--- src/rtl/core/sri_pkg.sv ---
// Shared widths, constants and handshake structs for the strided range intersect block.
`timescale 1ns / 1ps
package sri_pkg;

    localparam int CW       = 16;
    localparam int SW       = 32;
    localparam int TW       = CW + 2;
    localparam int CNT_BITS = 6;

    localparam logic [CNT_BITS-1:0] DIV_SHORT_STEPS = CNT_BITS'(CW);
    localparam logic [CNT_BITS-1:0] DIV_LONG_STEPS  = CNT_BITS'(SW);

    typedef struct packed {
        logic          start;
        logic          long_div;
        logic [SW-1:0] dividend;
        logic [CW-1:0] divisor;
    } div_req_t;

    typedef struct packed {
        logic          done;
        logic [SW-1:0] quotient;
        logic [CW-1:0] remainder;
    } div_rsp_t;

    typedef struct packed {
        logic [CW-1:0] first;
        logic [CW-1:0] last;
        logic [SW-1:0] stride;
        logic          empty;
    } sri_res_t;

endpackage

--- src/rtl/core/sri_div.sv ---
// Radix-2 restoring divider, one quotient bit per cycle, shared by the sequencer.
`timescale 1ns / 1ps
module sri_div (
    input  logic              clk,
    input  logic              rst_n,
    input  sri_pkg::div_req_t req,
    output sri_pkg::div_rsp_t rsp
);

    logic                         busy_reg;
    logic                         done_reg;
    logic [sri_pkg::CNT_BITS-1:0] cnt_reg;
    logic [sri_pkg::SW-1:0]       quo_reg;
    logic [sri_pkg::CW-1:0]       rem_reg;
    logic [sri_pkg::CW-1:0]       dvs_reg;

    logic [sri_pkg::CW:0] trial;
    logic [sri_pkg::CW:0] diff;
    logic                 ge;

    assign trial = {rem_reg, quo_reg[sri_pkg::SW-1]};
    assign ge    = trial >= {1'b0, dvs_reg};
    assign diff  = trial - {1'b0, dvs_reg};

    always_ff @(posedge clk or negedge rst_n)
    begin
        if (!rst_n)
        begin
            busy_reg <= 1'b0;
            done_reg <= 1'b0;
            cnt_reg  <= '0;
        end
        else if (req.start)
        begin
            busy_reg <= 1'b1;
            done_reg <= 1'b0;
            cnt_reg  <= req.long_div ? sri_pkg::DIV_LONG_STEPS : sri_pkg::DIV_SHORT_STEPS;
        end
        else if (busy_reg)
        begin
            cnt_reg <= cnt_reg - 1'b1;
            if (cnt_reg == sri_pkg::CNT_BITS'(1))
            begin
                busy_reg <= 1'b0;
                done_reg <= 1'b1;
            end
        end
        else
        begin
            done_reg <= 1'b0;
        end
    end

    always_ff @(posedge clk)
    begin
        if (req.start)
        begin
            quo_reg <= req.long_div ? req.dividend
                                    : {req.dividend[sri_pkg::CW-1:0], {sri_pkg::CW{1'b0}}};
            rem_reg <= '0;
            dvs_reg <= req.divisor;
        end
        else if (busy_reg)
        begin
            rem_reg <= ge ? diff[sri_pkg::CW-1:0] : trial[sri_pkg::CW-1:0];
            quo_reg <= {quo_reg[sri_pkg::SW-2:0], ge};
        end
    end

    assign rsp.done      = done_reg;
    assign rsp.quotient  = quo_reg;
    assign rsp.remainder = rem_reg;

endmodule

--- src/rtl/core/sri_seq.sv ---
// Sequencer: extended Euclid, CRT solve and window trim over the shared divider.
`timescale 1ns / 1ps
module sri_seq (
    input  logic                   clk,
    input  logic                   rst_n,
    input  logic                   in_valid,
    output logic                   in_ready,
    input  logic [sri_pkg::CW-1:0] first_a,
    input  logic [sri_pkg::CW-1:0] last_a,
    input  logic [sri_pkg::CW-1:0] stride_a,
    input  logic [sri_pkg::CW-1:0] first_b,
    input  logic [sri_pkg::CW-1:0] last_b,
    input  logic [sri_pkg::CW-1:0] stride_b,
    output sri_pkg::div_req_t      div_req,
    input  sri_pkg::div_rsp_t      div_rsp,
    output logic                   res_valid,
    input  logic                   res_ready,
    output sri_pkg::sri_res_t      res
);

    typedef enum logic [4:0] {
        S_IDLE, S_EU, S_MQ, S_GC, S_RA, S_FB, S_RB, S_DQ, S_KS, S_KD,
        S_WIN, S_GP, S_GAPC, S_LS, S_LW, S_LC, S_OUT
    } state_t;

    state_t state_reg;

    logic [sri_pkg::CW-1:0]        fa_reg, fb_reg, sa_reg, sb_reg;
    logic [sri_pkg::CW-1:0]        maxf_reg, minl_reg, diff_reg;
    logic [sri_pkg::CW-1:0]        r1_reg, g_reg, m_reg, inv_reg;
    logic [sri_pkg::CW-1:0]        r_reg, d_reg, tmp_reg, first_reg, last_reg;
    logic signed [sri_pkg::TW-1:0] t0_reg, t1_reg;
    logic [sri_pkg::SW-1:0]        lcm_reg, kprod_reg, x_reg;
    logic                          empty_reg;

    logic [sri_pkg::CW-1:0]        fa_in, la_in, fb_in, lb_in, sa_fix, sb_fix;
    logic signed [sri_pkg::TW-1:0] mul_a, mul_b;
    logic signed [2*sri_pkg::TW-1:0] mul_p;
    logic signed [sri_pkg::TW-1:0] t_new;
    logic [sri_pkg::TW-1:0]        inv_v, inv_calc;
    logic [sri_pkg::CW:0]          d_sum;
    logic [sri_pkg::CW-1:0]        d_calc;
    logic [sri_pkg::CW-1:0]        q16, rem16;
    logic [sri_pkg::CW-1:0]        gap_dvd, last_dvd, room;
    logic [sri_pkg::SW-1:0]        gap;
    logic                          lcm_big, win_bad, x_ge, x_gt, done;

    assign done  = div_rsp.done;
    assign q16   = div_rsp.quotient[sri_pkg::CW-1:0];
    assign rem16 = div_rsp.remainder;

    assign fa_in  = (first_a <= last_a) ? first_a : last_a;
    assign la_in  = (first_a <= last_a) ? last_a : first_a;
    assign fb_in  = (first_b <= last_b) ? first_b : last_b;
    assign lb_in  = (first_b <= last_b) ? last_b : first_b;
    assign sa_fix = (stride_a == '0) ? sri_pkg::CW'(1) : stride_a;
    assign sb_fix = (stride_b == '0) ? sri_pkg::CW'(1) : stride_b;

    assign mul_p = mul_a * mul_b;
    assign t_new = t0_reg - mul_p[sri_pkg::TW-1:0];

    assign inv_v    = t0_reg + (t0_reg[sri_pkg::TW-1] ? {2'b00, m_reg} : '0);
    assign inv_calc = (inv_v >= {2'b00, m_reg}) ? (inv_v - {2'b00, m_reg}) : inv_v;

    assign d_sum  = {1'b0, d_reg} + {1'b0, sb_reg} - {1'b0, rem16};
    assign d_calc = (d_sum >= {1'b0, sb_reg}) ? (d_sum[sri_pkg::CW-1:0] - sb_reg)
                                              : d_sum[sri_pkg::CW-1:0];

    assign lcm_big  = |lcm_reg[sri_pkg::SW-1:sri_pkg::CW];
    assign win_bad  = minl_reg < maxf_reg;
    assign x_ge     = x_reg >= {{(sri_pkg::SW-sri_pkg::CW){1'b0}}, maxf_reg};
    assign x_gt     = x_reg > {{(sri_pkg::SW-sri_pkg::CW){1'b0}}, minl_reg};
    assign gap_dvd  = maxf_reg - x_reg[sri_pkg::CW-1:0];
    assign last_dvd = minl_reg - first_reg;
    assign room     = minl_reg - maxf_reg;
    assign gap      = (tmp_reg == '0) ? '0
                    : (lcm_reg - {{(sri_pkg::SW-sri_pkg::CW){1'b0}}, tmp_reg});

    always_comb
    begin
        div_req = '0;
        mul_a   = '0;
        mul_b   = '0;
        unique case (state_reg)
            S_IDLE:
            begin
                div_req.start    = in_valid;
                div_req.dividend = sri_pkg::SW'(sb_fix);
                div_req.divisor  = sa_fix;
            end
            S_EU:
            begin
                mul_a         = t1_reg;
                mul_b         = signed'({2'b00, q16});
                div_req.start = done;
                if (rem16 != '0)
                begin
                    div_req.dividend = sri_pkg::SW'(r1_reg);
                    div_req.divisor  = rem16;
                end
                else
                begin
                    div_req.dividend = sri_pkg::SW'(sb_reg);
                    div_req.divisor  = r1_reg;
                end
            end
            S_MQ:
            begin
                mul_a            = signed'({2'b00, sa_reg});
                mul_b            = signed'({2'b00, q16});
                div_req.start    = done;
                div_req.dividend = sri_pkg::SW'(diff_reg);
                div_req.divisor  = g_reg;
            end
            S_GC:
            begin
                div_req.start    = done && (rem16 == '0);
                div_req.dividend = sri_pkg::SW'(fa_reg);
                div_req.divisor  = sa_reg;
            end
            S_RA:
            begin
                div_req.start    = done;
                div_req.dividend = sri_pkg::SW'(fb_reg);
                div_req.divisor  = sb_reg;
            end
            S_FB:
            begin
                div_req.start    = done;
                div_req.dividend = sri_pkg::SW'(r_reg);
                div_req.divisor  = sb_reg;
            end
            S_RB:
            begin
                div_req.start    = done;
                div_req.dividend = sri_pkg::SW'(d_calc);
                div_req.divisor  = g_reg;
            end
            S_DQ:
            begin
                mul_a = signed'({2'b00, q16});
                mul_b = signed'({2'b00, inv_reg});
            end
            S_KS:
            begin
                div_req.start    = 1'b1;
                div_req.long_div = 1'b1;
                div_req.dividend = kprod_reg;
                div_req.divisor  = m_reg;
            end
            S_KD:
            begin
                mul_a = signed'({2'b00, sa_reg});
                mul_b = signed'({2'b00, rem16});
            end
            S_WIN:
            begin
                div_req.start    = !win_bad && !x_ge && !lcm_big;
                div_req.dividend = sri_pkg::SW'(gap_dvd);
                div_req.divisor  = lcm_reg[sri_pkg::CW-1:0];
            end
            S_LS:
            begin
                div_req.start    = !lcm_big;
                div_req.dividend = sri_pkg::SW'(last_dvd);
                div_req.divisor  = lcm_reg[sri_pkg::CW-1:0];
            end
            S_GP, S_GAPC, S_LW, S_LC, S_OUT:
            begin
            end
            default:
            begin
            end
        endcase
    end

    always_ff @(posedge clk or negedge rst_n)
    begin
        if (!rst_n)
        begin
            state_reg <= S_IDLE;
        end
        else
        begin
            unique case (state_reg)
                S_IDLE:
                begin
                    if (in_valid)
                    begin
                        fa_reg    <= fa_in;
                        fb_reg    <= fb_in;
                        sa_reg    <= sa_fix;
                        sb_reg    <= sb_fix;
                        maxf_reg  <= (fa_in > fb_in) ? fa_in : fb_in;
                        minl_reg  <= (la_in < lb_in) ? la_in : lb_in;
                        diff_reg  <= (fa_in > fb_in) ? (fa_in - fb_in) : (fb_in - fa_in);
                        r1_reg    <= sa_fix;
                        t0_reg    <= '0;
                        t1_reg    <= sri_pkg::TW'(1);
                        empty_reg <= 1'b0;
                        state_reg <= S_EU;
                    end
                end
                S_EU:
                begin
                    if (done)
                    begin
                        t0_reg <= t1_reg;
                        t1_reg <= t_new;
                        if (rem16 != '0)
                        begin
                            r1_reg <= rem16;
                        end
                        else
                        begin
                            g_reg     <= r1_reg;
                            state_reg <= S_MQ;
                        end
                    end
                end
                S_MQ:
                begin
                    if (done)
                    begin
                        m_reg     <= q16;
                        lcm_reg   <= mul_p[sri_pkg::SW-1:0];
                        state_reg <= S_GC;
                    end
                end
                S_GC:
                begin
                    inv_reg <= inv_calc[sri_pkg::CW-1:0];
                    if (done)
                    begin
                        if (rem16 != '0)
                        begin
                            empty_reg <= 1'b1;
                            state_reg <= S_OUT;
                        end
                        else
                        begin
                            state_reg <= S_RA;
                        end
                    end
                end
                S_RA:
                begin
                    if (done)
                    begin
                        r_reg     <= rem16;
                        state_reg <= S_FB;
                    end
                end
                S_FB:
                begin
                    if (done)
                    begin
                        d_reg     <= rem16;
                        state_reg <= S_RB;
                    end
                end
                S_RB:
                begin
                    if (done)
                    begin
                        state_reg <= S_DQ;
                    end
                end
                S_DQ:
                begin
                    if (done)
                    begin
                        kprod_reg <= mul_p[sri_pkg::SW-1:0];
                        state_reg <= S_KS;
                    end
                end
                S_KS:
                begin
                    state_reg <= S_KD;
                end
                S_KD:
                begin
                    if (done)
                    begin
                        x_reg     <= sri_pkg::SW'(r_reg) + mul_p[sri_pkg::SW-1:0];
                        state_reg <= S_WIN;
                    end
                end
                S_WIN:
                begin
                    priority if (win_bad)
                    begin
                        empty_reg <= 1'b1;
                        state_reg <= S_OUT;
                    end
                    else if (x_ge)
                    begin
                        if (x_gt)
                        begin
                            empty_reg <= 1'b1;
                            state_reg <= S_OUT;
                        end
                        else
                        begin
                            first_reg <= x_reg[sri_pkg::CW-1:0];
                            state_reg <= S_LS;
                        end
                    end
                    else if (lcm_big)
                    begin
                        tmp_reg   <= gap_dvd;
                        state_reg <= S_GAPC;
                    end
                    else
                    begin
                        state_reg <= S_GP;
                    end
                end
                S_GP:
                begin
                    if (done)
                    begin
                        tmp_reg   <= rem16;
                        state_reg <= S_GAPC;
                    end
                end
                S_GAPC:
                begin
                    if (gap > sri_pkg::SW'(room))
                    begin
                        empty_reg <= 1'b1;
                        state_reg <= S_OUT;
                    end
                    else
                    begin
                        first_reg <= maxf_reg + gap[sri_pkg::CW-1:0];
                        state_reg <= S_LS;
                    end
                end
                S_LS:
                begin
                    if (lcm_big)
                    begin
                        tmp_reg   <= last_dvd;
                        state_reg <= S_LC;
                    end
                    else
                    begin
                        state_reg <= S_LW;
                    end
                end
                S_LW:
                begin
                    if (done)
                    begin
                        tmp_reg   <= rem16;
                        state_reg <= S_LC;
                    end
                end
                S_LC:
                begin
                    last_reg  <= minl_reg - tmp_reg;
                    state_reg <= S_OUT;
                end
                S_OUT:
                begin
                    if (res_ready)
                    begin
                        state_reg <= S_IDLE;
                    end
                end
                default:
                begin
                    state_reg <= S_IDLE;
                end
            endcase
        end
    end

    assign in_ready   = (state_reg == S_IDLE);
    assign res_valid  = (state_reg == S_OUT);
    assign res.first  = empty_reg ? sri_pkg::CW'(1) : first_reg;
    assign res.last   = empty_reg ? '0 : last_reg;
    assign res.stride = lcm_reg;
    assign res.empty  = empty_reg;

endmodule

--- src/rtl/core/strided_range_intersect.sv ---
// Top level: sequencer, shared divider and the output holding register.
//
// Usage: present two strided ranges (first, last, stride for A and B) on the
// input channel with in_valid; a transfer happens when in_valid and in_ready
// are both high. Bounds may come in either order and are swapped internally.
// One result transfers on the output channel: the shared range (out_first,
// out_last, out_stride as the lcm of both strides) and is_empty. An empty
// result reports out_first 1 and out_last 0, with out_stride still the lcm.
// One item is worked on at a time; in_ready is low while it runs. Nearly all
// of the work goes to the radix-2 divider: n steps of extended Euclid, then up
// to eight more short divisions and the one 32-step division, where n is the
// number of Euclid steps on the two strides (1 to about 24 for 16-bit strides).
// A residue mismatch ends after the Euclid steps and two more divisions.
// The finished result sits in an output register, so the next item is taken
// while it waits. When the receiver stalls with that register still full,
// the sequencer holds its next result until the register frees up.
// Reset clears the sequencer, the divider and out_valid; no clearing pass.
`timescale 1ns / 1ps
module strided_range_intersect (
    input  logic                   clk,
    input  logic                   rst_n,
    input  logic                   in_valid,
    output logic                   in_ready,
    input  logic [sri_pkg::CW-1:0] first_a,
    input  logic [sri_pkg::CW-1:0] last_a,
    input  logic [sri_pkg::CW-1:0] stride_a,
    input  logic [sri_pkg::CW-1:0] first_b,
    input  logic [sri_pkg::CW-1:0] last_b,
    input  logic [sri_pkg::CW-1:0] stride_b,
    output logic                   out_valid,
    input  logic                   out_ready,
    output logic [sri_pkg::CW-1:0] out_first,
    output logic [sri_pkg::CW-1:0] out_last,
    output logic [sri_pkg::SW-1:0] out_stride,
    output logic                   is_empty
);

    sri_pkg::div_req_t div_req;
    sri_pkg::div_rsp_t div_rsp;
    sri_pkg::sri_res_t res;
    logic              res_valid;
    logic              res_ready;

    logic                   out_valid_reg;
    logic [sri_pkg::CW-1:0] out_first_reg;
    logic [sri_pkg::CW-1:0] out_last_reg;
    logic [sri_pkg::SW-1:0] out_stride_reg;
    logic                   is_empty_reg;

    sri_seq u_seq (
        .clk       (clk),
        .rst_n     (rst_n),
        .in_valid  (in_valid),
        .in_ready  (in_ready),
        .first_a   (first_a),
        .last_a    (last_a),
        .stride_a  (stride_a),
        .first_b   (first_b),
        .last_b    (last_b),
        .stride_b  (stride_b),
        .div_req   (div_req),
        .div_rsp   (div_rsp),
        .res_valid (res_valid),
        .res_ready (res_ready),
        .res       (res)
    );

    sri_div u_div (
        .clk   (clk),
        .rst_n (rst_n),
        .req   (div_req),
        .rsp   (div_rsp)
    );

    assign res_ready = !out_valid_reg || out_ready;

    always_ff @(posedge clk or negedge rst_n)
    begin
        if (!rst_n)
        begin
            out_valid_reg <= 1'b0;
        end
        else if (res_valid && res_ready)
        begin
            out_valid_reg <= 1'b1;
        end
        else if (out_ready)
        begin
            out_valid_reg <= 1'b0;
        end
    end

    always_ff @(posedge clk)
    begin
        if (res_valid && res_ready)
        begin
            out_first_reg  <= res.first;
            out_last_reg   <= res.last;
            out_stride_reg <= res.stride;
            is_empty_reg   <= res.empty;
        end
    end

    assign out_valid  = out_valid_reg;
    assign out_first  = out_first_reg;
    assign out_last   = out_last_reg;
    assign out_stride = out_stride_reg;
    assign is_empty   = is_empty_reg;

endmodule

--- config.mk ---
export PLATFORM = sky130hd
export DESIGN_NAME = strided_range_intersect
export DESIGN_NICKNAME = d
export VERILOG_FILES = /design/src/rtl/core/sri_pkg.sv /design/src/rtl/core/sri_div.sv /design/src/rtl/core/sri_seq.sv /design/src/rtl/core/strided_range_intersect.sv
export SDC_FILE = /design/constraint.sdc
export NUM_CORES = 2
export LEC_CHECK = 0
export ABC_CLOCK_PERIOD_IN_PS = 7650
export BUFFER_PORTS_ARGS = -buffer_cell sky130_fd_sc_hd__buf_2
export CORE_MARGIN = 2
export CORE_UTILIZATION = 42
export CTS_CLUSTER_SIZE = 40
export DETAILED_ROUTE_END_ITERATION = 8
export PLACE_DENSITY_LB_ADDON = 0.1
export SLEW_MARGIN = 20
export SYNTH_ARGS = -nofsm -noshare
export SYNTH_HDL_FRONTEND = slang
export SYNTH_SLANG_ARGS = --single-unit
--- constraint.sdc ---
create_clock -name clk -period 7.65 [get_ports clk]
set_input_delay 1.53 -clock clk [delete_from_list [all_inputs] [get_ports clk]]
set_output_delay 1.53 -clock clk [all_outputs]
set_load 0.01 [all_outputs]
==> Yosys cells after proc, flatten, opt, wreduce, memory -nomap -nowiden <==
Index checks and enable logic that the tools add are counted.
{ "totals": {"ff_bits": 532, "output_inout_bits": 67, "inputBits": 100, "wordCells": 233} }
{ "op_classes": {"n_addsub": 17, "n_mux": 84, "bitwise_logic": 1, "magnitude_cmp": 11, "mul": 1, "n_eq_ne": 44, "reduce_logical": 41} }
{ "op_table": {"columns": ["op", "n"], "rows": [
  ["48-bit case mux with 10 select lines", 1],
  ["16-bit 2-to-1 mux", 25],
  ["32-bit 2-to-1 mux", 5],
  ["16-bit subtractor", 9],
  ["16-bit case mux with 3 select lines", 2],
  ["5-bit 2-to-1 mux", 18],
  ["5-bit case mux with 17 select lines", 1],
  ["18-bit 2-to-1 mux", 4],
  ["18-bit case mux with 2 select lines", 2],
  ["32-bit by 16-bit greater-than comparator with 1-bit output", 2],
  ["16-bit zero test", 4],
  ["16-bit case mux with 2 select lines", 2],
  ["18-bit case mux with 3 select lines", 1],
  ["5-bit by 4-bit == test with 1-bit output, second input constant", 8],
  ["2-bit by 1-bit inequality test with 1-bit output, second input constant", 18],
  ["17-bit by 16-bit >= comparator with 1-bit output", 2],
  ["16-bit by 32-bit adder with 32-bit output", 1],
  ["32-bit by 16-bit >= comparator with 1-bit output", 1],
  ["16-bit <= comparator", 2],
  ["16-bit < comparator", 2],
  ["18-bit by 17-bit multiplier with 32-bit output", 1],
  ["32-bit by 16-bit subtractor with 32-bit output", 1],
  ["5-bit by 3-bit == test with 1-bit output, second input constant", 4],
  ["18-bit by 16-bit adder with 18-bit output", 1],
  ["39 further kinds", 82]
]} }

==> Logic depth before layout (Yosys ltp) <==
{ "depth": {"word_depth": 7, "ltp_mapped": 36, "mapped_depth_nobuf": 33} }

==> Modules after synthesis <==
Synthesis repeated with hierarchy kept, for this count alone.
{ "hier_totals": {"cells_unflattened": 4875, "area_unflattened_um2": 47217.8} }
{ "by_module_without_submodules": {"columns": ["module", "n_inst", "cells_each", "area_per_inst_um2"], "rows": [
  ["sri_seq", 1, 4388, 41090.7],
  ["sri_div", 1, 418, 4121.5],
  ["strided_range_intersect", 1, 69, 2005.7]
]} }

==> Worst setup path before layout <==
OpenSTA, ideal clock, no wires.
{ "synth_path": {"kind": "register to register", "startpoint": "register u_seq.state_reg[0]", "endpoint": "register u_seq.x_reg[31] (netlist bit), data pin", "setup_slack_ns": -0.346, "period_less_slack_ns": 7.996, "path_buffers": 2, "setup_ns": 0.263, "required_ns": 7.387, "t_arrival_ns": 7.733, "stages_incl_launch_ff": 33, "cell_sequence": "dfrtp_1 -> clkbuf_1 -> nand2b_1 -> nor2_1 -> nand2_1 -> o21ai_0 -> clkbuf_1 -> a221oi_1 -> nor2_1 -> fa_1 -> fa_1 -> ha_1 -> fa_1 -> inv_1 -> fa_1 -> fa_1 -> inv_1 -> ha_1 -> o21a_1 -> o21ai_0 -> nor2_1 -> nor2_1 -> xnor2_1 -> ha_1 -> nand2_1 -> o21ai_0 -> nor2_1 -> o31a_1 -> o21ai_0 -> o2111ai_1 -> nor4_4 -> nand4_1 -> xnor2_1"} }
{ "synth_between": {"elab_chain_cells": 5} }
{ "synth_rtl": {"columns": ["item", "line", "rtl"], "rows": [
  ["from (decl)", "sri_seq.sv:26", "state_t state_reg;"],
  ["from (signal assigned)", "sri_seq.sv:181", "state_reg <= S_IDLE;"],
  ["from (signal assigned)", "sri_seq.sv:201", "state_reg <= S_EU;"],
  ["from (signal assigned)", "sri_seq.sv:217", "state_reg <= S_MQ;"],
  ["5-bit by 2-bit == test with 1-bit output, or another cell as far along", "sri_seq.sv:84", "unique case (state_reg)"],
  ["2-bit OR reduction (no source line)", null, null],
  ["18-bit case mux with 3 select lines / 16-bit case mux with 3 select lines (equally long branches)", "sri_seq.sv:84", null],
  ["18-bit by 17-bit multiplier with 32-bit output *", "sri_seq.sv:59", "assign mul_p = mul_a * mul_b;"],
  ["net u_seq.mul_p (one bit)", "sri_seq.sv:38", "logic signed [2*sri_pkg::TW-1:0] mul_p;"],
  ["16-bit by 32-bit adder with 32-bit output *", "sri_seq.sv:285", "x_reg <= sri_pkg::SW'(r_reg) + mul_p[sri_pkg::SW-1:0];"],
  ["to (signal assigned)", "sri_seq.sv:285", null],
  ["to (decl)", "sri_seq.sv:33", "logic [sri_pkg::SW-1:0] lcm_reg, kprod_reg, x_reg;"]
]} }
The timed path passes the listed nets; every way through them passes the cells marked *.
A chain may end at the register's enable or synchronous reset.

==> Final worst setup path <==
{ "layout_path": {"startpoint": "register u_seq.state_reg[1]", "endpoint": "register u_seq.x_reg[31] (netlist bit), data pin"} }
Same word-level chain as after synthesis.

==> impl_metrics.py <==
metrics = {
    "run_status": {
        "outcome": "finished with violations",
        "violations": "setup timing",
    },
    "grt": {
        "top_usage_layer": "met1",
        "globalRouteMet2Util": 0.4368,
        "antenna_found_initial": 11,
        "grt_max_degree": 69,
        "grt_util_met1": 0.4439,
        "grt_use_met3": 0.06499,
        "gr-usage-all-layers": 0.3017,
        "overflow": 0,
        "grt_pass1_vias": 36150,
        "grt_pass1_wl_um": 247600,
    },
    "worst_setup_path": {
        "path_max_fanout": 7,
        "required_ns": 8.04,
        "slowest_stage": "fa_2",
        "cp-end-kind": "flip-flop",
        "crit_path_max_incr_delay_ns": 0.59,
        "reg2reg_slack_ns": -0.14,
        "path_common_cell": "fa_1",
        "worstReg2RegStart": "u_seq.state_reg[1]",
        "crit_start": "u_seq.state_reg[1]",
        "cp-start-kind": "flip-flop",
        "cp.arrival_ns": 8.18,
        "path_class": "flip-flop to flip-flop",
    },
    "timing": {
        "min_period_ns": 7.789,
        "finalHoldViolCount": 0,
        "finClkSkew_ns": 0.04762,
        "drv_slew": 0,
        "setup_slack_ns": -0.1392,
        "rsz0062_at_grt": "yes",
        "min_period_over_period": 1.018,
        "slew_headroom": 0.2835,
        "worst_pin_slew_ns": 1.072,
        "setup_viol": 9,
        "max_freq_ghz": 0.1284,
    },
    "detailed_routing": {
        "vias_per_cell": 5.622,
        "totalWireLength_um": 171900,
        "drc_errors": 0,
        "drtPass1Iterations": 6,
        "ant_nets": 0,
        "drtIter0Drc": 3746,
        "drt-wirelength-per-cell_um": 25.70,
        "vias": 37600,
    },
    "pwr": {
        "vdd_drop_max_mv": 0.3055,
        "pwr-share-comb": 0.682,
        "swShare": 0.4595,
        "power_density_nw_per_um2": 442.9,
        "clockPowerShare": 0.129,
        "p_total_mw": 24.27,
        "p_leak_nw": 24.71,
        "seqPwrFrac": 0.189,
        "p_int_mw": 13.12,
        "p_switching_mw": 11.15,
    },
    "yosys": {
        "avgSynthCellArea_um2": 9.790,
        "synth_cell_type_count": 95,
        "ys_seq_area_frac": 0.3404,
        "synth_ff_type": "edfxtp_1",
        "synth_edf_count": 502,
        "async_flop_share": 0.02632,
        "synth_nets": 5544,
        "yosysWarnings": 0,
        "syn_area_um2": 46260,
        "synth_seq_cells": 532,
        "synth_cells": 4725,
    },
    "floorplan": {
        "die_width_um": 335.9,
        "ios": 167,
        "dieArea_um2": 112800,
        "fp.coreArea_um2": 109000,
        "start_util": 0.4244,
        "die_height_um": 335.9,
        "row_count": 121,
    },
    "place": {
        "dp_cells": 6518,
        "io_buffers": 166,
        "place_congestion": 0.9664,
        "hpwl_um": 141000,
        "placed_area_um2": 51520,
    },
    "layout": {
        "syn_to_final_growth_pct": 18.47,
        "fin_cells": 6687,
        "layout_common_cells": "inv_1 (704), edfxtp_1 (502), ha_1 (406)",
        "fillers": 10260,
        "mostFrequentLayoutCell": "inv_1",
        "layout-drive-gt1-share": 0.1712,
        "fin_nets": 6039,
        "utilization": 0.5028,
        "final_area_um2": 54800,
    },
    "flow_run": {
        "cap_violations": 0,
    },
    "clock_tree": {
        "cts_tree": "yes",
        "cts_made_buffers": 61,
        "cts_buffer_depth": 3,
        "cts_root_buf": "clkbuf_16",
        "h-tree-depth": 2,
        "cts.hold.buffers_added": 0,
        "path_clk_slew_ns": 0.08,
        "clock_latency_ns": 0.69,
        "clock-sinks": 532,
    },
    "min_path": {
        "min_from": "u_seq.lcm_reg[24]",
        "hold_class": "flip-flop to flip-flop",
    },
}
-- logic make-up (layout without fill, tap and decap cells) --
group,count (synthesis),count (layout),synth area share
DFF,532,532,0.3404
muxes,141,141,0.03127
and+or+nand+nor,1247,1247,0.1249
buffers and inverters,886,1431,0.07268
other,0,3,0
AOI/OAI and AO/OA,972,972,0.1438
xor gates and xnor gates,228,228,0.04333
adders and majority gates,719,719,0.2437
-- power groups by stage --
stage,sequential [mW],combinational [mW],clock [mW]
2_1_floorplan,4.47,9.16,0
5_1_grt,4.60,18.1,3.29
3_5_place_dp,4.63,15.2,0
3_3_place_gp,4.63,15.1,0
6_report,4.59,16.6,3.14
4_1_cts,4.57,15.4,3.17
-- cells in the mapped netlist (11+ instances only) --
cell       number  share of area
buf_1          14         0.0011
buf_2          14         0.0015
ha_1          416           0.11
mux2_2         24         0.0058
a21o_1         86          0.014
xnor2_1       148          0.028
a22oi_1       106          0.017
a222oi_1       12         0.0026
a31oi_1        25         0.0034
o2111ai_1      30         0.0057
xor2_1         79          0.015
a221oi_1       38         0.0072
inv_1         711          0.058
o21a_1         46         0.0075
nand3_1        44         0.0048
o21ai_0       156          0.017
and2_1         37         0.0050
or2_2          11         0.0015
mux2i_1       116          0.025
a221o_1        21         0.0045
dfxtp_1        16         0.0069
o21ai_1        11         0.0012
a21boi_0       19         0.0031
or3_1          25         0.0034
edfxtp_1      502           0.33
nor2_1        414          0.034
o31ai_1        15         0.0024
o21bai_1       21         0.0034
a211oi_1       30         0.0049
o211ai_1       21         0.0034
nor4_1         35         0.0047
a22o_1         23         0.0044
fa_1          303           0.13
a21oi_1       227          0.025
nand4_1        42         0.0057
and3_1         49         0.0066
nand2b_1       44         0.0060
dfrtp_1        14         0.0076
nand2_1       373          0.030
nor2b_1        63         0.0085
nor3_1         77         0.0083
clkbuf_1      140          0.011
-- per-layer routing --
layer  vias to the layer above  wire [um]
met5                         -         52
met4                         8       6482
met3                       251      16190
met2                      1508      71170
met1                     18390      77990
li1                      17450          -
-- final timing paths --
kind / to / depth (start not counted)
worst min-delay path: out_stride[24] / 0
max in group asynchronous: out_valid / 2
worst max register to register: u_seq.x_reg[31] / 29
worst max-delay path: u_seq.x_reg[31] / 29
worst min register to register: out_stride[24] / 0
min in group asynchronous: u_seq.state_reg[1] / 2
-- repair_timing --
action,4_1_cts,5_1_grt
cloned,1,3
buffers inserted,12,38
pin swaps,15,81
resized for setup,21,126
endpoints found under the setup margin,18,29
-- through the flow --
| stage | hold slack, ns | worst slack [ns] | setup TNS (ns) |
|---|---|---|---|
| finish | 0.4852 | -0.1392 | -0.5710 |
| global route | 0.5008 | -0.3956 | -5.488 |
| CTS | 0.4809 | -0.001689 | -0.001689 |
| detailed placement | 0.4670 | -0.1044 | -0.8295 |
| global placement | 0.4471 | -0.02730 | -0.03397 |
| floorplan | 0.4244 | -0.01244 | -0.01244 |
-- critical path: cells and delay by family (launching register included) --
family	cells	cell delay, ns
adder cells (fa/ha/maj)	7	3.33
AO/OA/AOI/OAI	6	1.56
AND/OR/NAND/NOR	8	1.07
buffers and inverters	7	1.00
flip-flops	1	0.47
XOR/XNOR	1	0.07
-- layout make-up --
class,count,area [um2],area share
well taps,1414,1769,0.03228
flip-flops and latches,532,15750,0.2873
repair buffers,603,4464,0.08146
clock buffers,71,1605,0.02929
inverters,715,2684,0.04897
multi-input cells,3307,28030,0.5114
diodes,3,7.507,0.0001370
clock inverters,42,500.5,0.009132
No activity file was read; power rests on OpenSTA's default activity.
